### src/hw/rtl/ncsi_cbs_pkg.sv
// shared types, command codes and status codes of the nc-si bring-up sequencer
package ncsi_cbs_pkg;

  localparam int unsigned HeaderBytes = 16;

  localparam int unsigned MacW    = 48;
  localparam int unsigned RetryW  = 8;
  localparam int unsigned ChanW   = 3;
  localparam int unsigned CfgIdxW = 2;
  localparam int unsigned CfgDatW = 48;

  localparam logic [7:0] CmdCis  = 8'h00;
  localparam logic [7:0] CmdSp   = 8'h01;
  localparam logic [7:0] CmdDp   = 8'h02;
  localparam logic [7:0] CmdEc   = 8'h03;
  localparam logic [7:0] CmdEcnt = 8'h06;
  localparam logic [7:0] CmdGls  = 8'h0A;
  localparam logic [7:0] CmdSma  = 8'h0E;
  localparam logic [7:0] CmdEbf  = 8'h10;
  localparam logic [7:0] RspFlag = 8'h80;

  localparam logic [4:0]  ChanLowBits  = 5'h1f;
  localparam logic [63:0] FilterWord   = 64'h0000_000F_0000_0000;
  localparam logic [15:0] SmaTailBytes = 16'h0101;
  localparam logic [3:0]  PlenNone     = 4'd0;
  localparam logic [3:0]  PlenWord     = 4'd4;
  localparam logic [3:0]  PlenDouble   = 4'd8;

  typedef enum logic [1:0] {
    OP_START   = 2'd0,
    OP_RSP     = 2'd1,
    OP_TIMEOUT = 2'd2
  } op_e;

  typedef enum logic [2:0] {
    ST_OK        = 3'd0,
    ST_SHORT     = 3'd1,
    ST_UNEXP     = 3'd2,
    ST_FAILED    = 3'd3,
    ST_UNKNOWN   = 3'd4,
    ST_TIMEOUT   = 3'd5,
    ST_LINK_DOWN = 3'd6
  } status_e;

  typedef enum logic [CfgIdxW-1:0] {
    CFG_MAC   = 2'd0,
    CFG_RETRY = 2'd1,
    CFG_CHAN  = 2'd2
  } cfg_idx_e;

  typedef struct packed {
    logic [MacW-1:0]   mac_address;
    logic [RetryW-1:0] retry_limit;
    logic [ChanW-1:0]  channel_index;
  } cfg_t;

  typedef struct packed {
    logic [1:0]  op;
    logic [10:0] rsp_length;
    logic [7:0]  rsp_type;
    logic [7:0]  rsp_id;
    logic [15:0] rsp_code;
    logic [7:0]  rsp_channel;
    logic [31:0] link_status;
  } req_t;

  typedef struct packed {
    logic        send;
    logic [7:0]  cmd_type;
    logic [7:0]  req_id;
    logic [7:0]  channel_byte;
    logic [3:0]  payload_len;
    logic [63:0] payload_word;
    logic [2:0]  status;
    logic        fail;
  } res_t;

endpackage

### src/hw/rtl/ncsi_cbs_cfg_regs.sv
// configuration registers: mac address, retry limit and channel index
module ncsi_cbs_cfg_regs (
  input  logic                                clk_i,
  input  logic                                rst_ni,
  input  logic                                cfg_we_i,
  input  logic [ncsi_cbs_pkg::CfgIdxW-1:0]    cfg_index_i,
  input  logic [ncsi_cbs_pkg::CfgDatW-1:0]    cfg_data_i,
  output ncsi_cbs_pkg::cfg_t                  cfg_o
);
  import ncsi_cbs_pkg::*;

  cfg_t cfg_q, cfg_d;

  always_comb begin
    cfg_d = cfg_q;
    if (cfg_we_i) begin
      unique case (cfg_index_i)
        CFG_MAC:   cfg_d.mac_address   = cfg_data_i[MacW-1:0];
        CFG_RETRY: cfg_d.retry_limit   = cfg_data_i[RetryW-1:0];
        CFG_CHAN:  cfg_d.channel_index = cfg_data_i[ChanW-1:0];
        default:   cfg_d = cfg_q;
      endcase
    end
  end

  always_ff @(posedge clk_i or negedge rst_ni) begin
    if (!rst_ni) begin
      cfg_q.mac_address   <= '0;
      cfg_q.retry_limit   <= RetryW'(10);
      cfg_q.channel_index <= '0;
    end else begin
      cfg_q <= cfg_d;
    end
  end

  assign cfg_o = cfg_q;

endmodule

### src/hw/rtl/ncsi_cbs_core.sv
// response check, next command choice and sequence state registers
module ncsi_cbs_core (
  input  logic                clk_i,
  input  logic                rst_ni,
  input  logic                fire_i,
  input  ncsi_cbs_pkg::req_t  req_i,
  input  ncsi_cbs_pkg::cfg_t  cfg_i,
  output ncsi_cbs_pkg::res_t  res_o
);
  import ncsi_cbs_pkg::*;

  logic [7:0]        last_cmd_q, last_cmd_d;
  logic [7:0]        last_id_q, last_id_d;
  logic [RetryW-1:0] retries_q, retries_d;

  logic        do_issue;
  logic [7:0]  nxt_cmd;
  logic [2:0]  chan_sel;
  logic [3:0]  plen;
  logic [63:0] pword;
  logic [7:0]  nxt_id;
  res_t        res;

  assign nxt_id = last_id_q + 8'd1;

  always_comb begin
    res       = '0;
    do_issue  = 1'b0;
    nxt_cmd   = CmdDp;
    chan_sel  = cfg_i.channel_index;
    plen      = PlenNone;
    pword     = '0;
    retries_d = retries_q;
    unique case (req_i.op)
      OP_START: begin
        retries_d = cfg_i.retry_limit;
        do_issue  = 1'b1;
        nxt_cmd   = CmdDp;
      end
      OP_TIMEOUT: begin
        res.status = ST_TIMEOUT;
        res.fail   = 1'b1;
      end
      OP_RSP: begin
        priority if (req_i.rsp_length < 11'(HeaderBytes)) begin
          res.status = ST_SHORT;
        end else if (req_i.rsp_type != (last_cmd_q | RspFlag)
                     || req_i.rsp_id != last_id_q) begin
          res.status = ST_UNEXP;
        end else if (req_i.rsp_code != '0) begin
          res.status = ST_FAILED;
        end else begin
          unique case (req_i.rsp_type)
            CmdDp | RspFlag: begin
              do_issue = 1'b1;
              nxt_cmd  = CmdSp;
              plen     = PlenWord;
              pword    = FilterWord;
            end
            CmdSp | RspFlag: begin
              do_issue = 1'b1;
              nxt_cmd  = CmdCis;
            end
            CmdCis | RspFlag: begin
              do_issue = 1'b1;
              nxt_cmd  = CmdSma;
              plen     = PlenDouble;
              pword    = {cfg_i.mac_address, SmaTailBytes};
            end
            CmdSma | RspFlag: begin
              do_issue = 1'b1;
              nxt_cmd  = CmdEbf;
              plen     = PlenWord;
              pword    = FilterWord;
            end
            CmdEbf | RspFlag: begin
              do_issue = 1'b1;
              nxt_cmd  = CmdEcnt;
            end
            CmdEcnt | RspFlag: begin
              do_issue = 1'b1;
              nxt_cmd  = CmdEc;
            end
            CmdEc | RspFlag: begin
              do_issue = 1'b1;
              nxt_cmd  = CmdGls;
            end
            CmdGls | RspFlag: begin
              if (req_i.link_status == '0) begin
                if (retries_q != '0) begin
                  retries_d = retries_q - RetryW'(1);
                  do_issue  = 1'b1;
                  nxt_cmd   = CmdGls;
                  chan_sel  = req_i.rsp_channel[2:0];
                end else begin
                  res.status = ST_LINK_DOWN;
                end
              end
            end
            default: res.status = ST_UNKNOWN;
          endcase
        end
      end
      default: res = '0;
    endcase

    if (do_issue) begin
      res.send         = 1'b1;
      res.cmd_type     = nxt_cmd;
      res.req_id       = nxt_id;
      res.channel_byte = {chan_sel, ChanLowBits};
      res.payload_len  = plen;
      res.payload_word = pword;
    end

    last_id_d  = do_issue ? nxt_id : last_id_q;
    last_cmd_d = do_issue ? nxt_cmd : last_cmd_q;
  end

  always_ff @(posedge clk_i or negedge rst_ni) begin
    if (!rst_ni) begin
      last_cmd_q <= '0;
      last_id_q  <= '0;
      retries_q  <= RetryW'(10);
    end else if (fire_i) begin
      last_cmd_q <= last_cmd_d;
      last_id_q  <= last_id_d;
      retries_q  <= retries_d;
    end
  end

  assign res_o = res;

endmodule

### src/hw/rtl/ncsi_channel_bringup_sequencer_unit.sv
// top level of the nc-si channel bring-up sequencer
//
//   channel  direction  handshake                  payload
//   in       sink       in_valid_i / in_ready_o    op_i, rsp_*_i, link_status_i
//   out      source     out_valid_o / out_ready_i  send_o .. fail_o
//   cfg      sink       cfg_we_i (no wait)         cfg_index_i, cfg_data_i
//
// one request per cycle sustained while out_ready_i is high; a request passes
// through the input register, then decode and the result register
// the sequence state updates in the same cycle the result register loads
// reset clears valids, configuration and sequence state; retry limit is 10
// a stalled result holds the input register, which then holds in_ready_o low
module ncsi_channel_bringup_sequencer_unit (
  input  logic                             clk_i,
  input  logic                             rst_ni,
  input  logic                             cfg_we_i,
  input  logic [ncsi_cbs_pkg::CfgIdxW-1:0] cfg_index_i,
  input  logic [ncsi_cbs_pkg::CfgDatW-1:0] cfg_data_i,
  input  logic                             in_valid_i,
  output logic                             in_ready_o,
  input  logic [1:0]                       op_i,
  input  logic [10:0]                      rsp_length_i,
  input  logic [7:0]                       rsp_type_i,
  input  logic [7:0]                       rsp_id_i,
  input  logic [15:0]                      rsp_code_i,
  input  logic [7:0]                       rsp_channel_i,
  input  logic [31:0]                      link_status_i,
  output logic                             out_valid_o,
  input  logic                             out_ready_i,
  output logic                             send_o,
  output logic [7:0]                       cmd_type_o,
  output logic [7:0]                       req_id_o,
  output logic [7:0]                       channel_byte_o,
  output logic [3:0]                       payload_len_o,
  output logic [63:0]                      payload_word_o,
  output logic [2:0]                       status_o,
  output logic                             fail_o
);
  import ncsi_cbs_pkg::*;

  cfg_t cfg;
  req_t req_q, req_d;
  res_t res, res_q;
  logic in_vld_q, in_vld_d;
  logic out_vld_q, out_vld_d;
  logic advance;

  assign advance    = in_vld_q && (!out_vld_q || out_ready_i);
  assign in_ready_o = !in_vld_q || advance;

  assign req_d = '{op: op_i, rsp_length: rsp_length_i, rsp_type: rsp_type_i,
                   rsp_id: rsp_id_i, rsp_code: rsp_code_i,
                   rsp_channel: rsp_channel_i, link_status: link_status_i};

  assign in_vld_d  = (in_valid_i && in_ready_o) || (in_vld_q && !advance);
  assign out_vld_d = advance || (out_vld_q && !out_ready_i);

  ncsi_cbs_cfg_regs u_cfg_regs (
    .clk_i,
    .rst_ni,
    .cfg_we_i,
    .cfg_index_i,
    .cfg_data_i,
    .cfg_o (cfg)
  );

  ncsi_cbs_core u_core (
    .clk_i,
    .rst_ni,
    .fire_i (advance),
    .req_i  (req_q),
    .cfg_i  (cfg),
    .res_o  (res)
  );

  always_ff @(posedge clk_i or negedge rst_ni) begin
    if (!rst_ni) begin
      in_vld_q  <= 1'b0;
      out_vld_q <= 1'b0;
    end else begin
      in_vld_q  <= in_vld_d;
      out_vld_q <= out_vld_d;
    end
  end

  always_ff @(posedge clk_i) begin
    if (in_valid_i && in_ready_o) begin
      req_q <= req_d;
    end
    if (advance) begin
      res_q <= res;
    end
  end

  assign out_valid_o    = out_vld_q;
  assign send_o         = res_q.send;
  assign cmd_type_o     = res_q.cmd_type;
  assign req_id_o       = res_q.req_id;
  assign channel_byte_o = res_q.channel_byte;
  assign payload_len_o  = res_q.payload_len;
  assign payload_word_o = res_q.payload_word;
  assign status_o       = res_q.status;
  assign fail_o         = res_q.fail;

endmodule

### config.mk
export PLATFORM = sky130hd
export DESIGN_NAME = ncsi_channel_bringup_sequencer_unit
export DESIGN_NICKNAME = d
export VERILOG_FILES = /design/src/hw/rtl/ncsi_cbs_pkg.sv /design/src/hw/rtl/ncsi_cbs_cfg_regs.sv /design/src/hw/rtl/ncsi_cbs_core.sv /design/src/hw/rtl/ncsi_channel_bringup_sequencer_unit.sv
export SDC_FILE = /design/constraint.sdc
export NUM_CORES = 1
export LEC_CHECK = 0
export BUFFER_PORTS_ARGS = -buffer_cell sky130_fd_sc_hd__buf_2
export CORE_MARGIN = 2
export CORE_UTILIZATION = 45
export DETAILED_ROUTE_END_ITERATION = 6
export GPL_ROUTABILITY_DRIVEN = 0
export PLACE_DENSITY = 0.7
export SYNTH_ARGS = -nofsm -noshare
export SYNTH_HDL_FRONTEND = slang
export SYNTH_SLANG_ARGS = --single-unit
export TNS_END_PERCENT = 1
### constraint.sdc
create_clock -name clk_i -period 4.2 [get_ports clk_i]
set_input_delay 0.21 -clock clk_i [delete_from_list [all_inputs] [get_ports clk_i]]
set_output_delay 0.21 -clock clk_i [all_outputs]
set_load 0.05 [all_outputs]
==> results of run 1 <==
[registers in the layout, summed over array words and instances (netlist names)]
| register | flops |
|---|---|
| u_core.last_cmd_q | 5 |
| out_valid_o | 1 |
| cmd_type_o | 5 |
| in_vld_q | 1 |
| req_q | 76 |
| u_cfg_regs.cfg_o | 59 |
| payload_len_o | 1 |
| u_core.retries_q | 8 |
| u_core.last_id_q | 8 |
| req_id_o | 8 |
| channel_byte_o | 4 |
| fail_o | 1 |
| status_o | 3 |
| payload_word_o | 49 |
[critical path, stage by stage (launching register included)]
cell,delay [ns]
edfxtp_1,0.54
xnor2_1,0.26
nand4_1,0.12
nor4_1,0.69
nand3_1,0.41
nor3_2,0.22
buf_4,0.43
and2_1,0.20
[layout make-up]
type / instances / area [µm²]
inverters: 13 / 48.8
clock buffers: 33 / 696
flip-flops and latches: 229 / 6470
multi-input cells: 323 / 2460
fillers: 1455 / 7520
clock inverters: 12 / 216
well taps: 270 / 338
repair buffers: 341 / 2350
[metal layers]
layer,GRT usage,up-vias,share of wire
met5,0,-,0
met4,0.0568,0,0.025
met1,0.235,2848,0.42
met2,0.328,248,0.48
li1,-,2829,-
met3,0.0503,34,0.075
[worst min path at each step]
stage	from	to	slack [ns]	cells past startpoint
final	cfg_data_i[1]	u_cfg_regs.cfg_o[4]	0.02	2
after global routing	cfg_data_i[1]	u_cfg_regs.cfg_o[12]	0.01	2
after CTS	cfg_data_i[1]	u_cfg_regs.cfg_o[4]	0.0009	2
after detailed placement	rst_ni	u_cfg_regs.cfg_o[56]	0.22	1
after global placement	rst_ni	u_cfg_regs.cfg_o[56]	0.23	1
after floorplan	rst_ni	in_vld_q	-0.09	0
[per-stage QoR]
step	setup slack [ns]	hold WS, ns	utilization
5_1_grt	1.05	0.0136	0.626
6_report	1.17	0.0213	0.626
3_3_place_gp	1.35	0.230	0.518
4_1_cts	1.25	0.000938	0.626
3_5_place_dp	1.27	0.224	0.518
2_1_floorplan	0.135	-0.0856	-
[repair_timing]
item	4_1_cts	5_1_grt
setup buffers	0	0
hold endpoints to repair	170	0
hold buffers	125	0
[synthesized netlist by cell type (2+ instances only)]
cell,count,area share
nor3_1,10,0.0055
a31oi_1,2,0.0014
nor4_1,16,0.011
nor3b_1,3,0.0025
o21ai_0,4,0.0022
o31ai_1,2,0.0016
mux2_2,59,0.072
buf_2,4,0.0022
buf_1,2,0.00082
edfxtp_1,147,0.48
xnor2_1,26,0.025
a21oi_1,10,0.0055
nor2b_1,3,0.0020
mux2i_1,6,0.0065
nand4_1,10,0.0068
nand2b_1,5,0.0034
clkbuf_1,13,0.0053
inv_1,13,0.0053
o32a_1,3,0.0033
dfrtp_1,78,0.21
nand3_1,11,0.0060
buf_4,26,0.021
o211ai_1,6,0.0049
and3_1,5,0.0034
mux2_1,5,0.0061
dfstp_2,4,0.011
nor4b_1,2,0.0019
a21o_1,5,0.0041
ha_1,6,0.0082
and2_1,50,0.034
nand2_1,10,0.0041
nand3b_1,5,0.0041
or2_2,2,0.0014
nor2_1,18,0.0074
[power by group]
group | switching, µW | internal [µW]
clock network | 864 | 1530
registers | 144 | 2680
logic | 512 | 357
total | 1520 | 4570
[cell families (layout without fill, tap and decap cells)]
logic type | after synthesis | in the layout
flops | 229 | 229
simple gates | 157 | 157
mux | 70 | 70
buf+inv | 59 | 399
compound gates | 44 | 44
xor+xnor | 27 | 27
fa+ha+maj | 6 | 6
other cells | 1 | 19
==> results.md, run 1 <==
* Worst skew pair latency at 0.51 ns
* Placed Area at 0.0104 mm²
* Starting Density at 0.457
* Mapped Area at 0.00918 mm²
* Maximum clock frequency at 0.330 GHz
* Synth-to-layout area growth at 37.0%
* Complex-gate fraction of the synthesized area at 0.0357
* Routed vias/inst at 4.88
* Final period util at 0.721
* Post-Synth XOR/XNOR Area at 0.0258
* Synth Register Bits at 229
* Most frequent cells in the layout: buf_2 (209), edfxtp_1 (147), dlygate4sd3_1 (125)
* Syn avg cell area at 15.5 µm²
* Largest net degree at the start of global routing at 77
* Final Hold Viols at 0
* Worst EP arrival at 3.39 ns
* Top FF cell, synth: edfxtp_1
* CP endpoint: payload_word_o[27]
* Initial antenna violation count at 0
* Total CTS buffers at 25
* Simple-gate share of the synthesized area at 0.104
* Relative slew slack at 0.350
* Min cycle time layout at 3.03 ns
* Fin nets at 1079
* # rows at 52
* R2R depth at 7
* Post-synthesis mux area share at 0.0850
* Power, Total at 6090 µW
* RSZ-0062 raised after global routing: false
* Top-level I/O count at 239
* Die W at 147 µm
* Placed cells at 1051
* Clk Tree Root Cell: clkbuf_16
* Clock buffer depth at 3
* Worst R2R Start: req_q[67]
* Unique masters post-synth at 56
* # clock sinks at 229
* Worst path required time at 4.56 ns
* Fin. max-slew vios at 0
* # Max-Cap Violations at 0
* Full die area at 0.0216 mm²
* Synth Instances at 593
* Adder-Cell Fraction of Synth Area at 0.00818
* Vias in the first global route at 6214
* IO Port Bufs at 210
* Total Routing Usage GR at 0.190
* Outcome: completed
* H-Tree Depth at 1
* Final WL at 20700 µm
* Wire length of the first global-routing pass at 32400 µm
* Leading cell type in the layout, fill and taps excluded: buf_2
* Crit path kind: reg2reg
* Largest family of logic cells by synthesized area: simple AND/OR/NAND/NOR gates
* CORE AREA at 0.0201 mm²
* Worst-path clk slew at 0.06 ns
* Worst hold path class: in2reg
* Final Cell Area at 0.0126 mm²
* CP endpoint kind: flip-flop
* Post-CTS Resized at 0
* Post-detail-place hpwl at 11900 µm
* Async S/R FF share, synth at 0.358
* Reg2reg end: payload_word_o[27]
* Worst Path Max Fanout at 49
* Drt pass-1 iters at 4
* Syn. warnings at 0
* Iteration-0 DRC count of the detailed router at 232
* Peak supply drop at 0.512 mV
* Startpoint class of the critical path: flip-flop
* Setup crit start: req_q[67]
* Register-to-Register Setup Slack at 1.17 ns
* Gr ovfl total at 0
* Worst-margin pin slew at 0.976 ns
* Wire length per cell at 16.9 µm
* Clk_skew at 0.0263 ns
* P per Cell Area at 484 mW/mm²
* Leak at 0.00525 µW
* Post-route ant nets at 0
* Drc violations at 0
* Die Ht at 147 µm
* N_diodes at 0
* Setup_tns at 0 ns
* Seq/Total Area, Yosys at 0.705
* CTS tree: yes
* Final std cells w/o fill at 1221
* Setup Viol. Count Final at 0
* Vias at 5959
* Layout cells sized above 1 at 0.351
* Post-synth EDFFs at 147
(Power assumes the default switching activity.)
==> run 2: changes to the inputs <==
--- a/config.mk
+++ b/config.mk
@@ -5,12 +5,13 @@
 export SDC_FILE = /design/constraint.sdc
 export NUM_CORES = 1
 export LEC_CHECK = 0
+export ABC_AREA = 1
 export BUFFER_PORTS_ARGS = -buffer_cell sky130_fd_sc_hd__buf_2
 export CORE_MARGIN = 2
 export CORE_UTILIZATION = 45
 export DETAILED_ROUTE_END_ITERATION = 6
 export GPL_ROUTABILITY_DRIVEN = 0
-export PLACE_DENSITY = 0.7
+export PLACE_DENSITY = 0.69
 export SYNTH_ARGS = -nofsm -noshare
 export SYNTH_HDL_FRONTEND = slang
 export SYNTH_SLANG_ARGS = --single-unit
==> constraint.sdc (replaced) <==
create_clock -name clk_i -period 3.1 [get_ports clk_i]
set_input_delay 0.155 -clock clk_i [delete_from_list [all_inputs] [get_ports clk_i]]
set_output_delay 0.155 -clock clk_i [all_outputs]
set_load 0.05 [all_outputs]
==> run 2 against run 1 <==
Combinational power is 51% higher. Hold slack improved by 0.068 ns. Routed wire length grew 7.7%. Register-to-register slack worse by 0.71 ns. Core utilization is 0.60 points lower. Total power up 31%. Flip-flop and latch count did not move. Clock skew is 0.0072 ns lower. Critical endpoint is now payload_word_o[58]. Largest power group unchanged.
==> results.md, run 2 <==
* R2R depth at 12 (+5)
* Fin worst setup slack at 0.455 ns (-0.714 ns)
* Wire length of the first global-routing pass at 35200 µm (+8.7%)
* Post-route ant nets at 0 (unchanged)
* Yosys top cell area share at 0.454 (-0.0265)
* Synth Register Bits at 229 (unchanged)
* Worst path required time at 3.47 ns (-1.09 ns)
* Relative slew slack at 0.272 (-0.0778)
* Worst EP arrival at 3.01 ns (-0.38 ns)
* Placed Area at 0.0110 mm² (+5.5%)
* Mapped Area at 0.00972 mm² (+5.8%)
* Leak at 0.00596 µW (+14%)
* Most common cell in the netlist: nand2_1
* Reg2reg end: payload_word_o[58]
* Full die area at 0.0228 mm² (+5.7%)
* Placed cells at 1356 (+29%)
* Post-synth EDFFs at 147 (unchanged)
* Final std cells w/o fill at 1529 (+25%)
* Most frequent cells in the layout: buf_2 (209), nand2_1 (166), edfxtp_1 (147)
* Unique masters post-synth at 39 (-30%)
* Register-to-Register Setup Slack at 0.46 ns (-0.71 ns)
* Drc violations at 0 (unchanged)
* Crit path kind: reg2reg
* # Max-Cap Violations at 0 (unchanged)
* Syn avg cell area at 10.9 µm² (-30%)
* Die W at 151 µm (+2.8%)
* Wire length per cell at 14.6 µm (-14%)
* Fin nets at 1382 (+28%)
* Iteration-0 DRC count of the detailed router at 422 (+82%)
* Final WL at 22300 µm (+7.7%)
* Syn. warnings at 0 (unchanged)
* # rows at 53 (+1.9%)
* Initial antenna violation count at 0 (unchanged)
* CTS tree: yes
* Setup_tns at 0 ns (unchanged)
* Top FF cell, synth: edfxtp_1
* Largest net degree at the start of global routing at 84 (+9.1%)
* Final Cell Area at 0.0131 mm² (+3.9%)
* Clk Tree Root Cell: clkbuf_16
* # clock sinks at 229 (unchanged)
* IO Port Bufs at 210 (unchanged)
* P per Cell Area at 609 mW/mm² (+26%)
* Top post-synthesis cells by area: edfxtp_1 (45%), dfrtp_1 (20%), nand2_1 (6.4%)
* Largest Register: req_q
* Worst R2R Start: req_q[45]
* Seq/Total Area, Yosys at 0.666 (-0.0389)
* Outcome: completed
* Die Ht at 151 µm (+2.8%)
* Starting Density at 0.461 (+0.00410)
* Post-detail-place hpwl at 13600 µm (+14%)
* Total CTS buffers at 25 (unchanged)
* Hold path depth at 3 (+1)
* Drt pass-1 iters at 5 (+1)
* Clk_skew at 0.0191 ns (-0.00716 ns)
* Worst Path Max Fanout at 25 (-49%)
* Synth Instances at 891 (+50%)
* Hold endpoint: u_cfg_regs.cfg_o[0]
* Post-synth top area cell: edfxtp_1
* Routed vias/inst at 4.66 (-4.4%)
* Worst hold path class: in2reg
* Post-CTS Resized at 0 (unchanged)
* Fin. max-slew vios at 0 (unchanged)
* Leading cell type in the layout, fill and taps excluded: buf_2
* Min cycle time layout at 2.64 ns (-0.386 ns)
* Filler Cell Count at 1707 (+17%)
* Peak supply drop at 0.444 mV (-13%)
* Pre-CTS worst setup slack at 0.533 ns (-0.735 ns)
* Async S/R FF share, synth at 0.358 (unchanged)
* Max reg flops at 76 (unchanged)
* Worst skew pair latency at 0.52 ns (about the same)
* Setup Viol. Count Final at 0 (unchanged)
* Synth-to-layout area growth at 34.5%
* Layout cells sized above 1 at 0.264 (-0.0873)
* N_diodes at 0 (unchanged)
* Vias at 7132 (+20%)
* Startpoint class of the critical path: flip-flop
* Hold Startpoint: cfg_index_i[1]
* Worst-path clk slew at 0.06 ns (about the same)
* Clock buffer depth at 3 (unchanged)
* Vias in the first global route at 7142 (+15%)
* CP endpoint kind: flip-flop
* Final period util at 0.853 (+0.132)
* H-Tree Depth at 1 (unchanged)
* Synth cell count leaders: nand2_1 (166), edfxtp_1 (147), nor2_1 (118)
* Maximum clock frequency at 0.378 GHz (+15%)
* Worst-margin pin slew at 1.09 ns (+0.117 ns)
* Top-level I/O count at 239 (unchanged)
* CORE AREA at 0.0211 mm² (+4.9%)
* RSZ-0062 raised after global routing: false
* Total Routing Usage GR at 0.197 (+0.00709)
* Final Hold Viols at 0 (unchanged)
* Gr ovfl total at 0 (unchanged)
[run 2: timing repair]
| action | 4_1_cts | 5_1_grt |
|---|---|---|
| hold endpoints to repair | 213 | 0 |
| hold buffers | 128 | 0 |
| setup buffers | 0 | 0 |
[run 2: critical path, stage by stage, from the launching register on]
cell,delay (ns)
edfxtp_1,0.42
nor2_1,0.12
nand2_1,0.06
nor2_1,0.18
nand2_1,0.10
nor2_1,0.25
nand3_2,0.15
nor2_2,0.14
nand2_2,0.08
nand2_4,0.27
nand3_4,0.30
buf_4,0.32
nor2_2,0.10
[run 2: worst max path at each step]
stage / startpoint / end / slack (ns) / cells after the start
6_report: req_q[45] / payload_word_o[58] / 0.46 / 12
5_1_grt: req_q[70] / payload_word_o[57] / 0.27 / 12
4_1_cts: u_core.retries_q[2] / payload_word_o[58] / 0.47 / 11
3_5_place_dp: req_q[53] / payload_word_o[51] / 0.53 / 12
3_3_place_gp: req_q[53] / payload_word_o[55] / 0.59 / 12
2_1_floorplan: out_valid_o / req_q[0] / -0.01 / 3
[run 2: per-layer routing]
metal,wire [µm],vias up,track usage
met1,8750,3345,0.238
li1,-,3521,-
met2,11700,224,0.360
met3,1230,42,0.0334
met4,587,0,0.0589
met5,0,-,0
[run 2: cells by family after synthesis]
family,synth area share
xor+xnor,0.00631
compound gates,0.0442
buf+inv,0.0809
mux,0.00464
other cells,0.000386
flops,0.666
simple gates,0.190
fa+ha+maj,0.00773
[run 2: final cells by class]
cell class,count,area (µm²),share of cell area
timing repair buffer,347,2440,0.187
multi-input combinational,506,2540,0.194
clock inverter,13,124,0.00948
inverter,127,478,0.0366
sequential,229,6470,0.495
tap,275,344,0.0263
clock buffer,32,672,0.0514
[run 2: where the power goes]
part           internal, µW  switching (µW)
sequential             3610             160
clock                  1700            1180
combinational           435             875
[run 2: per-stage QoR]
step | power, µW | utilization | hold slack, ns
after floorplan | 4680 | - | -0.141
after global placement | 4950 | 0.521 | 0.332
after detailed placement | 5000 | 0.521 | 0.333
after CTS | 8000 | 0.620 | 0.0689
after global routing | 8330 | 0.620 | 0.137
final | 7960 | 0.620 | 0.0894
